**config.mk**
```make
export PLATFORM = sky130hd
export DESIGN_NAME = key_value_argument_parser_unit_flat
export DESIGN_NICKNAME = d
export VERILOG_FILES = /design/src/design/kvap_pkg.sv /design/src/design/kvap_if.sv /design/src/design/key_value_argument_parser_unit.sv /design/src/flat_wrapper.sv
export SDC_FILE = /design/constraint.sdc
export NUM_CORES = 2
export LEC_CHECK = 0
export BUFFER_PORTS_ARGS = -buffer_cell sky130_fd_sc_hd__buf_4
export CAP_MARGIN = 0
export CORE_MARGIN = 2
export CORE_UTILIZATION = 45
export CTS_CLUSTER_DIAMETER = 60
export DETAILED_ROUTE_END_ITERATION = 10
export GPL_TIMING_DRIVEN = 0
export PLACE_DENSITY = 0.57
export SLEW_MARGIN = 5
export SYNTH_ARGS = -nofsm -noshare
export SYNTH_HDL_FRONTEND = slang
export SYNTH_SLANG_ARGS = --single-unit
```
**constraint.sdc**
```tcl
create_clock -name clk -period 4.65 [get_ports clk]
set_input_delay 0.465 -clock clk [delete_from_list [all_inputs] [get_ports clk]]
set_output_delay 0.465 -clock clk [all_outputs]
set_load 0.05 [all_outputs]
```
**src/design/kvap_pkg.sv**
```systemverilog
// Shared types, constants and helper functions of the key/value argument parser.
// Used by the channel interfaces, the top level and the checker.
`default_nettype none

package kvap_pkg;

    localparam int KEY_COUNT = 16;
    localparam int KEY_LEN   = 16;
    localparam int TEXT_LEN  = 4096;

    localparam int BYTE_W    = 8;
    localparam int OP_W      = 2;
    localparam int KEY_W     = $clog2(KEY_COUNT);
    localparam int POS_W     = $clog2(KEY_LEN);
    localparam int SEG_W     = $clog2(KEY_LEN + 2);
    localparam int OFFSET_W  = 12;
    localparam int LENGTH_W  = 13;
    localparam int TEXT_W    = $clog2(TEXT_LEN) + 1;
    localparam int NUMKEYS_W = 5;

    localparam logic [OFFSET_W-1:0] OFFSET_MAX = '1;

    localparam logic [BYTE_W-1:0] CHAR_EQUALS = 8'h3D;
    localparam logic [BYTE_W-1:0] CHAR_AMP    = 8'h26;
    localparam logic [BYTE_W-1:0] CHAR_NUL    = 8'h00;
    localparam logic [BYTE_W-1:0] CHAR_UPPER_A = 8'h41;
    localparam logic [BYTE_W-1:0] CHAR_UPPER_Z = 8'h5A;
    localparam logic [BYTE_W-1:0] CASE_DELTA   = 8'h20;

    typedef enum logic [OP_W-1:0] {
        OP_KEY_WRITE = 2'd0,
        OP_TEXT_BYTE = 2'd1,
        OP_END_TEXT  = 2'd2
    } op_t;

    typedef enum logic {
        ST_RUN,
        ST_EMIT
    } state_t;

    function automatic logic [BYTE_W-1:0] fold_case(input logic [BYTE_W-1:0] c);
        logic [BYTE_W-1:0] folded;
        folded = c;
        if (c >= CHAR_UPPER_A && c <= CHAR_UPPER_Z)
        begin
            folded = c + CASE_DELTA;
        end
        return folded;
    endfunction

endpackage

`default_nettype wire

```
**src/design/kvap_if.sv**
```systemverilog
// Valid/ready channel interfaces of the key/value argument parser.
// Field widths come from kvap_pkg.
`default_nettype none

interface kvap_item_if;
    logic                           valid;
    logic                           ready;
    logic [kvap_pkg::OP_W-1:0]      operation;
    logic [kvap_pkg::KEY_W-1:0]     key_index;
    logic [kvap_pkg::POS_W-1:0]     char_position;
    logic [kvap_pkg::BYTE_W-1:0]    byte_value;

    modport source (output valid, operation, key_index, char_position, byte_value,
                    input ready);
    modport sink (input valid, operation, key_index, char_position, byte_value,
                  output ready);
endinterface

interface kvap_result_if;
    logic                           valid;
    logic                           ready;
    logic [kvap_pkg::KEY_W-1:0]     result_key;
    logic                           key_found;
    logic [kvap_pkg::OFFSET_W-1:0]  value_offset;
    logic [kvap_pkg::LENGTH_W-1:0]  value_length;
    logic                           last_result;

    modport source (output valid, result_key, key_found, value_offset, value_length,
                    last_result, input ready);
    modport sink (input valid, result_key, key_found, value_offset, value_length,
                  last_result, output ready);
endinterface

`default_nettype wire

```
**src/design/key_value_argument_parser_unit.sv**
```systemverilog
// Key/value argument parser: matches '&'-separated key=value text against a key table.
// Depends on kvap_pkg and the channel interfaces in kvap_if.sv.
//
// Usage:
//   items carries one transaction per item: a key table character write, a text
//   byte or an end of text. Key writes and text bytes are taken one per cycle,
//   back to back, while items.ready is high. A text byte reads one row of the
//   key table memory (one character position across all keys) and is compared
//   against every key in the following cycle; the memory's registered read sets
//   the two-stage flow. An end of text yields N = min(num_keys, 16) results on
//   results, one per cycle while the receiver takes them, with items.ready low.
//   Once the end is accepted, the state register enters the emit state, which
//   loads the first result. results is driven from registers. When the receiver
//   stalls, the pending result holds and the sweep waits; items.ready returns high
//   once the final result of the run has been loaded, even if it has not yet been
//   taken. num_keys is written through cfg_write_en and cfg_write_data; the user
//   must do so only while idle; the block does not enforce it. Reset clears the
//   run state and num_keys; the key table holds no defined contents until written.
`default_nettype none

module key_value_argument_parser_unit (
    input wire                             clk,
    input wire                             rst_n,
    input wire                             cfg_write_en,
    input wire [kvap_pkg::NUMKEYS_W-1:0]   cfg_write_data,
    kvap_item_if.sink                      items,
    kvap_result_if.source                  results
);

    localparam int KC = kvap_pkg::KEY_COUNT;
    localparam int BW = kvap_pkg::BYTE_W;

    kvap_pkg::state_t state_reg, state_next;

    logic [kvap_pkg::NUMKEYS_W-1:0] num_keys_reg;
    logic [kvap_pkg::NUMKEYS_W-1:0] emit_total_reg, emit_total_next;
    logic [kvap_pkg::KEY_W-1:0]     emit_index_reg, emit_index_next;

    logic [KC*BW-1:0] key_mem [kvap_pkg::KEY_LEN];
    logic [KC*BW-1:0] key_row_reg;

    logic [KC-1:0] found_reg, found_next;
    logic [KC-1:0] match_reg, match_next;
    logic [KC-1:0] open_reg, open_next;
    logic [kvap_pkg::TEXT_W-1:0] start_reg [KC];
    logic [kvap_pkg::TEXT_W-1:0] start_next [KC];
    logic [kvap_pkg::TEXT_W-1:0] close_reg [KC];
    logic [kvap_pkg::TEXT_W-1:0] close_next [KC];

    logic [kvap_pkg::TEXT_W-1:0] text_position_reg;
    logic [kvap_pkg::SEG_W-1:0]  segment_position_reg;
    logic                        nul_seen_reg;

    logic                           s1_valid_reg;
    logic [BW-1:0]                  s1_byte_reg;
    logic [kvap_pkg::SEG_W-1:0]     s1_seg_reg;
    logic                           s1_nul_reg;
    logic [kvap_pkg::OFFSET_W-1:0]  s1_pos_reg;

    logic                           out_valid_reg, out_valid_next;
    logic [kvap_pkg::KEY_W-1:0]     out_key_reg;
    logic                           out_found_reg;
    logic [kvap_pkg::OFFSET_W-1:0]  out_offset_reg;
    logic [kvap_pkg::LENGTH_W-1:0]  out_length_reg;
    logic                           out_last_reg;

    logic accept;
    logic key_wr;
    logic text_acc;
    logic end_acc;
    logic clear_run;
    logic out_load;
    logic out_last;
    logic s1_amp;
    logic s1_live;
    logic item_amp;

    assign accept   = items.valid && items.ready;
    assign key_wr   = accept && (items.operation == kvap_pkg::OP_KEY_WRITE);
    assign text_acc = accept && (items.operation == kvap_pkg::OP_TEXT_BYTE)
                      && (text_position_reg < kvap_pkg::TEXT_W'(kvap_pkg::TEXT_LEN));
    assign end_acc  = accept && (items.operation == kvap_pkg::OP_END_TEXT);
    assign item_amp = !nul_seen_reg && (items.byte_value == kvap_pkg::CHAR_AMP);

    assign items.ready        = (state_reg == kvap_pkg::ST_RUN);
    assign results.valid      = out_valid_reg;
    assign results.result_key = out_key_reg;
    assign results.key_found  = out_found_reg;
    assign results.value_offset = out_offset_reg;
    assign results.value_length = out_length_reg;
    assign results.last_result  = out_last_reg;

    always_ff @(posedge clk)
    begin
        if (key_wr)
        begin
            key_mem[items.char_position][items.key_index*BW +: BW] <= items.byte_value;
        end
        if (text_acc)
        begin
            key_row_reg <= key_mem[segment_position_reg[kvap_pkg::POS_W-1:0]];
        end
    end

    always_comb
    begin
        state_next      = state_reg;
        emit_total_next = emit_total_reg;
        emit_index_next = emit_index_reg;
        clear_run       = 1'b0;
        out_load        = 1'b0;
        out_last        = 1'b0;
        case (state_reg)
            kvap_pkg::ST_RUN:
            begin
                if (end_acc)
                begin
                    state_next      = kvap_pkg::ST_EMIT;
                    emit_index_next = '0;
                    emit_total_next = (num_keys_reg > kvap_pkg::NUMKEYS_W'(KC))
                                      ? kvap_pkg::NUMKEYS_W'(KC) : num_keys_reg;
                end
            end
            kvap_pkg::ST_EMIT:
            begin
                if (emit_total_reg == '0)
                begin
                    clear_run  = 1'b1;
                    state_next = kvap_pkg::ST_RUN;
                end
                else if (!out_valid_reg || results.ready)
                begin
                    out_load = 1'b1;
                    out_last = (kvap_pkg::NUMKEYS_W'(emit_index_reg)
                                + kvap_pkg::NUMKEYS_W'(1)) == emit_total_reg;
                    if (out_last)
                    begin
                        clear_run  = 1'b1;
                        state_next = kvap_pkg::ST_RUN;
                    end
                    else
                    begin
                        emit_index_next = emit_index_reg + kvap_pkg::KEY_W'(1);
                    end
                end
            end
            default:
            begin
                state_next = kvap_pkg::ST_RUN;
            end
        endcase
    end

    always_comb
    begin
        logic [BW-1:0] key_char;
        found_next = found_reg;
        match_next = match_reg;
        open_next  = open_reg;
        start_next = start_reg;
        close_next = close_reg;
        s1_amp  = s1_valid_reg && !s1_nul_reg && (s1_byte_reg == kvap_pkg::CHAR_AMP);
        s1_live = s1_valid_reg && !s1_nul_reg && (s1_byte_reg != kvap_pkg::CHAR_NUL)
                  && (s1_byte_reg != kvap_pkg::CHAR_AMP);
        for (int k = 0; k < KC; k++)
        begin
            key_char = key_row_reg[k*BW +: BW];
            if (open_reg[k])
            begin
                if (s1_amp)
                begin
                    open_next[k]  = 1'b0;
                    close_next[k] = kvap_pkg::TEXT_W'(s1_pos_reg);
                end
            end
            else if (!found_reg[k] && s1_live && match_reg[k])
            begin
                if ((s1_seg_reg < kvap_pkg::SEG_W'(kvap_pkg::KEY_LEN))
                    && (key_char != kvap_pkg::CHAR_NUL))
                begin
                    if (kvap_pkg::fold_case(s1_byte_reg) != kvap_pkg::fold_case(key_char))
                    begin
                        match_next[k] = 1'b0;
                    end
                end
                else if ((s1_seg_reg <= kvap_pkg::SEG_W'(kvap_pkg::KEY_LEN))
                         && (s1_byte_reg == kvap_pkg::CHAR_EQUALS))
                begin
                    found_next[k] = 1'b1;
                    open_next[k]  = 1'b1;
                    start_next[k] = kvap_pkg::TEXT_W'(s1_pos_reg) + kvap_pkg::TEXT_W'(1);
                end
                else
                begin
                    match_next[k] = 1'b0;
                end
            end
        end
        if (s1_amp)
        begin
            match_next = '1;
        end
        // A key character cleared behind the current segment position shortens
        // that key below the position, so the key can no longer match here.
        if (key_wr && (items.byte_value == kvap_pkg::CHAR_NUL)
            && (kvap_pkg::SEG_W'(items.char_position) < segment_position_reg))
        begin
            match_next[items.key_index] = 1'b0;
        end
        if (clear_run)
        begin
            found_next = '0;
            match_next = '1;
            open_next  = '0;
        end
    end

    always_comb
    begin
        out_valid_next = out_valid_reg;
        if (out_load)
        begin
            out_valid_next = 1'b1;
        end
        else if (results.ready)
        begin
            out_valid_next = 1'b0;
        end
    end

    always_ff @(posedge clk or negedge rst_n)
    begin
        if (!rst_n)
        begin
            state_reg            <= kvap_pkg::ST_RUN;
            num_keys_reg         <= '0;
            emit_total_reg       <= '0;
            emit_index_reg       <= '0;
            found_reg            <= '0;
            match_reg            <= '1;
            open_reg             <= '0;
            text_position_reg    <= '0;
            segment_position_reg <= '0;
            nul_seen_reg         <= 1'b0;
            s1_valid_reg         <= 1'b0;
            out_valid_reg        <= 1'b0;
        end
        else
        begin
            state_reg      <= state_next;
            emit_total_reg <= emit_total_next;
            emit_index_reg <= emit_index_next;
            found_reg      <= found_next;
            match_reg      <= match_next;
            open_reg       <= open_next;
            s1_valid_reg   <= text_acc;
            out_valid_reg  <= out_valid_next;
            if (cfg_write_en)
            begin
                num_keys_reg <= cfg_write_data;
            end
            if (clear_run)
            begin
                text_position_reg    <= '0;
                segment_position_reg <= '0;
                nul_seen_reg         <= 1'b0;
            end
            else if (text_acc)
            begin
                text_position_reg <= text_position_reg + kvap_pkg::TEXT_W'(1);
                if (item_amp)
                begin
                    segment_position_reg <= '0;
                end
                else if (segment_position_reg < kvap_pkg::SEG_W'(kvap_pkg::KEY_LEN + 1))
                begin
                    segment_position_reg <= segment_position_reg + kvap_pkg::SEG_W'(1);
                end
                if (items.byte_value == kvap_pkg::CHAR_NUL)
                begin
                    nul_seen_reg <= 1'b1;
                end
            end
        end
    end

    always_ff @(posedge clk)
    begin
        start_reg <= start_next;
        close_reg <= close_next;
        if (text_acc)
        begin
            s1_byte_reg <= items.byte_value;
            s1_seg_reg  <= segment_position_reg;
            s1_nul_reg  <= nul_seen_reg;
            s1_pos_reg  <= text_position_reg[kvap_pkg::OFFSET_W-1:0];
        end
        if (out_load)
        begin
            out_key_reg   <= emit_index_reg;
            out_found_reg <= found_reg[emit_index_reg];
            out_last_reg  <= out_last;
            if (found_reg[emit_index_reg])
            begin
                out_offset_reg <= (start_reg[emit_index_reg]
                                   > kvap_pkg::TEXT_W'(kvap_pkg::OFFSET_MAX))
                                  ? kvap_pkg::OFFSET_MAX
                                  : start_reg[emit_index_reg][kvap_pkg::OFFSET_W-1:0];
                out_length_reg <= kvap_pkg::LENGTH_W'((open_reg[emit_index_reg]
                                  ? text_position_reg : close_reg[emit_index_reg])
                                  - start_reg[emit_index_reg]);
            end
            else
            begin
                out_offset_reg <= '0;
                out_length_reg <= '0;
            end
        end
    end

endmodule

`default_nettype wire

```
**src/flat_wrapper.sv**
```systemverilog
// flat-port wrapper written by rule: the top's interface ports become plain ports
module key_value_argument_parser_unit_flat 
  (clk, rst_n, cfg_write_en, cfg_write_data, items_valid, items_operation, items_key_index, items_char_position, items_byte_value, items_ready, results_valid, results_result_key, results_key_found, results_value_offset, results_value_length, results_last_result, results_ready);
  kvap_item_if items_i ();
  kvap_result_if results_i ();
  input wire clk;
  input wire rst_n;
  input wire cfg_write_en;
  input wire [kvap_pkg::NUMKEYS_W-1:0] cfg_write_data;
  input wire logic [$bits(items_i.valid)-1:0] items_valid;
  input wire logic [$bits(items_i.operation)-1:0] items_operation;
  input wire logic [$bits(items_i.key_index)-1:0] items_key_index;
  input wire logic [$bits(items_i.char_position)-1:0] items_char_position;
  input wire logic [$bits(items_i.byte_value)-1:0] items_byte_value;
  output wire logic [$bits(items_i.ready)-1:0] items_ready;
  output wire logic [$bits(results_i.valid)-1:0] results_valid;
  output wire logic [$bits(results_i.result_key)-1:0] results_result_key;
  output wire logic [$bits(results_i.key_found)-1:0] results_key_found;
  output wire logic [$bits(results_i.value_offset)-1:0] results_value_offset;
  output wire logic [$bits(results_i.value_length)-1:0] results_value_length;
  output wire logic [$bits(results_i.last_result)-1:0] results_last_result;
  input wire logic [$bits(results_i.ready)-1:0] results_ready;
  assign items_i.valid = items_valid;
  assign items_i.operation = items_operation;
  assign items_i.key_index = items_key_index;
  assign items_i.char_position = items_char_position;
  assign items_i.byte_value = items_byte_value;
  assign items_ready = items_i.ready;
  assign results_valid = results_i.valid;
  assign results_result_key = results_i.result_key;
  assign results_key_found = results_i.key_found;
  assign results_value_offset = results_i.value_offset;
  assign results_value_length = results_i.value_length;
  assign results_last_result = results_i.last_result;
  assign results_i.ready = results_ready;
  key_value_argument_parser_unit u_core (.clk(clk), .rst_n(rst_n), .cfg_write_en(cfg_write_en), .cfg_write_data(cfg_write_data), .items(items_i), .results(results_i));
endmodule
```
**Word level (Yosys, flattened, before mapping)**

Memories as Yosys holds them, arrays and structs flattened. A register that Yosys moved wholly into a read port is not among the register bits.
Cells that the tools add are included.

- Register bits after elaboration: 541
- Memory bits (writable): 2,048
- Bits of input ports: 28
- Output and inout port bits: 33
- Logic and storage cells: 771
- Memories kept: 1

- $add $sub $neg: 24
- Magnitude comparators: 45
- Equality and inequality tests: 59
- Shift operators: 2
- Multiplexer cells: 342
- Bitwise operators: 37
- Reduce and logical (&&, ||, !) cells: 193

Memories:

| name | depth | bits a word | rd ports | clocked after memory_dff | write ports | RTL line | source |
|---|---|---|---|---|---|---|---|
| u_core.key_mem | 16 | 128 | 1 | 1 | 1 | key_value_argument_parser_unit.sv:39 | `logic [KC*BW-1:0] key_mem [kvap_pkg::KEY_LEN];` |

Operators by type and width:

| kind | count |
|---|---|
| $mux W8 | 113 |
| $mux W1 | 199 |
| $add A8 B6 Y8 const B | 17 |
| $ge A8 B7 Y1 const B | 17 |
| $le A8 B7 Y1 const B | 17 |
| $reduce_bool A8 Y1 | 17 |
| $reduce_and A4 Y1 | 33 |
| $mux W128 | 1 |
| $ne A8 B8 Y1 | 16 |
| $shift A8 B34 Y128 const A | 1 |
| $shiftx A8 B34 Y128 | 1 |
| $bmux W13 S4 | 2 |
| $mux W13 | 7 |
| $mux W16 | 5 |
| $logic_and A1 B1 Y1 | 79 |
| $ne A2 B2 Y1 const B | 20 |
| $reduce_bool A2 Y1 | 20 |
| $reduce_and A2 Y1 | 19 |
| $neg A7 Y34 | 1 |
| $not A1 Y1 | 34 |
| $ne A2 B1 Y1 const B | 16 |
| $mux W5 | 5 |
| $eq A8 B6 Y1 const B | 3 |
| $logic_not A1 Y1 | 19 |
| 34 further kinds | 40 |

**Logic depth before layout (Yosys ltp)**

- Depth after elaboration: 17
- Mapped depth: 19
- Depth with buffers taken out: 15

**Worst setup path before layout**

No wires, ideal clock.

- Path kind: input -> register
- Start: in items_operation[1]
- End: reg u_core.segment_position_reg[3] (netlist bit)
- Library setup time: 78 ps
- Data arrival time: 4,023 ps
- Required time: 4,572 ps
- Slack: 549 ps
- Stages on the path: 7
- Path buffers: 1
- Cell sequence: or3b_1 -> nor3_1 -> buf_2 -> o21ai_1 -> nor2_1 -> nand3_1 -> a21oi_1

- Longest elaborated chain between the ends: 5

Ends and longest elaborated chain:

| item | RTL line | source |
|---|---|---|
| start, declared | flat_wrapper.sv:11 | `input wire logic [$bits(items_i.operation)-1:0] items_operation;` |
| $eq A2 B1 Y1 | key_value_argument_parser_unit.sv:80 | `assign text_acc = accept && (items.operation == kvap_pkg::OP_TEXT_BYTE)` |
| $logic_and A1 B1 Y1 | key_value_argument_parser_unit.sv:80 |  |
| $logic_and A1 B1 Y1 | key_value_argument_parser_unit.sv:81 | `&& (text_position_reg < kvap_pkg::TEXT_W'(kvap_pkg::TEXT_LEN));` |
| net u_core.text_acc | key_value_argument_parser_unit.sv:69 | `logic text_acc;` |
| $reduce_bool A2 Y1 (no source line) | n/a |  |
| $reduce_and A2 Y1 (no source line) | n/a |  |
| end signal, assigned | key_value_argument_parser_unit.sv:277 | `segment_position_reg <= segment_position_reg + kvap_pkg::SEG_W'(1);` |
| end, declared | key_value_argument_parser_unit.sv:51 | `logic [kvap_pkg::SEG_W-1:0] segment_position_reg;` |

The timed path passes the listed nets, and every way through them passes these cells.
A chain may end at the register's enable or synchronous reset.

**Final worst setup path**

- Start: reg u_core.segment_position_reg[2] (netlist bit)
- End: reg u_core.match_reg[14]

- Longest elaborated chain between the ends: 4

Ends and longest elaborated chain:

| item | RTL line | source |
|---|---|---|
| $lt A4 B5 Y1 | key_value_argument_parser_unit.sv:206 | `&& (kvap_pkg::SEG_W'(items.char_position) < segment_position_reg))` |
| $logic_and A1 B1 Y1 | key_value_argument_parser_unit.sv:206 |  |
| $mux W16 | key_value_argument_parser_unit.sv:205 | `if (key_wr && (items.byte_value == kvap_pkg::CHAR_NUL)` |
| $mux W16 | key_value_argument_parser_unit.sv:210 | `if (clear_run)` |
| net u_core.match_next[14] | key_value_argument_parser_unit.sv:43 | `logic [KC-1:0] match_reg, match_next;` |
| end signal, assigned | key_value_argument_parser_unit.sv:254 | `match_reg <= match_next;` |
| end, declared | key_value_argument_parser_unit.sv:43 |  |

The timed path passes the listed nets, and every way through them passes these cells.

==> flow_summary.toml <==
[yosys]
ys_types = 82
synth_nets = 5412
ys_seq_elements = 2717
synth_ff_type = "edfxtp_1"
yosys.area_share.simple_pct = 4.19
synth_area_leaders = "edfxtp_1 (73%), mux4_2 (15%), nor2_1 (1.6%)"
synth_area_um2 = 109000
synth.yosys.seq_area_share_pct = 74.7
synth_compound_area_share_pct = 2.27
avgSynthCellArea_um2 = 20.3
synth_fa_ha_area_share_pct = 0.491
synth_top_cell_by_area = "edfxtp_1"
post-synth-top-count-cell = "edfxtp_1"
ys_warn_count = 0
synthMuxAreaShare_pct = 15.7
netlist.area_leader.share_pct = 72.8
synth-xor-area-share_pct = 1.19
synth_top_family_by_area = "multiplexers"
ys_top_cells_by_count = "edfxtp_1 (2633), mux4_2 (712), nor2_1 (472), clkbuf_1 (157), xnor2_1 (110)"
async_flop_share_pct = 3.09
syn_inst = 5342
synth_edf_count = 2633

[layout]
postLayoutCoreUtil_pct = 51.3
final_nets = 5813
nFillCells = 19057
fin_area_um2 = 123000
area_growth_pct = 13.4
drive_above_1_share_pct = 24.2
largest_reg_flops = 2048

[timing]
timing.hold.ws_ps = 103
finalCriticalPeriod_ps = 4540
fin_skew_ps = 58.8
clock.fmax_ghz = 0.220
fin_setup_tns_ps = 0
max-slew-margin-rel_pct = 6.16
maxSlewViolCount = 0
hold_viol = 0
worst_pin_slew_ps = 1410
rsz0062_at_grt = "false"
finalSetupViolCount = 0
fin_crit_sh_pct = 97.6

[global_routing]
grt.overflow.total = 0
antenna_found_initial = 23
grt_pass1_vias = 54896
grt_start_max_net_pins = 91
grt_pass1_wl_mm = 412
grt_util_all_layers_pct = 23.9

[placed_design]
dpl_cell_area_um2 = 113000
hpwl_mm = 196
numPortBuffers = 59
gp_congestion = 0.869

[power_and_ir_drop]
power_density_nw_per_um2 = 505
ir_drop_uv = 303
leakagePower_nw = 38.9
power_w = 0.0621

[route]
vias_per_cell = 6.04
drtIter0Drc = 6498
drtAntennaViolNets = 0
drcViolationCount = 0
dr.pass1.iters = 8
wl_per_cell_um = 32.2
drt-total-wl_mm = 295
vias = 55389

[die]
core_um2 = 240000
row_count = 180
die_h_um = 495
pin_count = 61
die_area_um2 = 245000
die_w_um = 495
initial_utilization_pct = 45.2

[worst_setup_path]
arrival_ps = 5380
start_kind = "flip-flop"
crit_required_ps = 5490
cp_max_fo = 10
worstSetupEndpointType = "flip-flop"
crit_type = "flip-flop to flip-flop"

[clock_network]
path_clk_slew_ps = 60
cts_made_buffers = 300
cts_num_sinks = 2717
tritoncts = "done"
clock_latency_ps = 940
cts_max_level = 5
root_buffer = "clkbuf_16"
clockBufferDepth = 4

[worst_hold_path]
hold_class = "primary input to flip-flop"

[job]
drv_cap = 0

[outcome]
status = "finished, final reports clean"
## power by group
group / total (W) / internal [W] / switching, W
Combinational: 0.0116 / 0.00510 / 0.00652
Sequential: 0.0276 / 0.0273 / 0.000299
Clock: 0.0230 / 0.0135 / 0.00946
Total: 0.0621 / 0.0459 / 0.0163
## cells in the final DEF, fill, tap and decap left out, drive strengths merged, types with 14 or more instances in the layout
cell         netlist  routed
and3              33      33
dfrtp             68      68
dfstp             16      16
nand4             31      31
xnor2            110     110
nor4              45      45
nand2            108     108
nand2b            23      23
edfxtp          2633    2633
buf              125     201
ha                41      41
o21ai             90      90
mux2i             82      82
dlygate4sd3        0      23
and2              61      61
xor2              38      38
a41oi             15      15
diode              0      24
bufinv             0      27
clkinv             1     106
clkbuf           157     523
inv               52      59
a31oi             30      30
a221oi            51      51
a21oi             70      70
mux2              14      14
nand3             45      45
a21o              26      26
nor2             473     473
nor3              50      50
o22ai             17      17
mux4             712     712
## worst max-delay path, cell delays in order (launching register included)
cell,delay [ps]
dfrtp_1,340
clkbuf_1,520
buf_2,730
clkbuf_1,690
inv_1,200
ha_1,320
a211oi_1,390
o311a_1,350
nand4_1,150
dlygate4sd3_1,600
nand3_1,90
nand3_1,70
## metal layers
layer | part of all wire (%) | GRT usage (%)
met1 | 42 | 34.0
met2 | 47 | 36.9
met3 | 7.8 | 4.89
met4 | 3.6 | 8.48
met5 | 0.016 | 0
## stage by stage
step | std cells | setup WS (ps)
2_1_floorplan | 5342 | 549
3_3_place_gp | 8586 | -1300
3_5_place_dp | 8601 | -222
4_1_cts | 9137 | 49.9
5_1_grt | 9149 | 1.71
6_report | 9163 | 112
## worst paths after layout
path | startpoint | to | slack (ps) | cells past startpoint
max | u_core.segment_position_reg[2] | u_core.match_reg[14] | 110 | 11
min | items_valid | u_core.state_reg | 100 | 4
max reg2reg | u_core.segment_position_reg[2] | u_core.match_reg[14] | 110 | 11
min reg2reg | u_core.emit_index_reg[2] | u_core.results.result_key[2] | 440 | 0
max in group asynchronous | rst_n | u_core.nul_seen_reg | 3580 | 2
min in group asynchronous | rst_n | u_core.results.valid | 250 | 2
## timing repair
item	4_1_cts	5_1_grt
setup endpoints to repair	6	7
endpoints found under the hold margin	91	0
pin swaps	0	1
resized for setup	9	19
buffers inserted	0	0
hold buffers	23	0
## cells by family (layout without fill, tap and decap cells)
group,Yosys count,after routing
multiplexers,808,808
other,0,24
flip-flops,2717,2717
adder cells (fa/ha/maj),42,42
buffers and inverters,335,947
AO/OA/AOI/OAI,364,364
XOR/XNOR,148,148
AND/OR/NAND/NOR,928,928
## final cells by class
class                   count  area [um^2]  share of cell area [%]
well taps                3185         3990                    3.24
flip-flops and latches   2717        81200                    65.9
clock buffers             366         7870                    6.39
clock inverters           147         1460                    1.19
inverters                  53          199                   0.162
diodes                     24         60.1                  0.0488
plain buffers             282         1450                    1.18
repair buffers             99          911                   0.740
multi-input cells        2290        26000                    21.1
(Power assumes the default switching activity.)
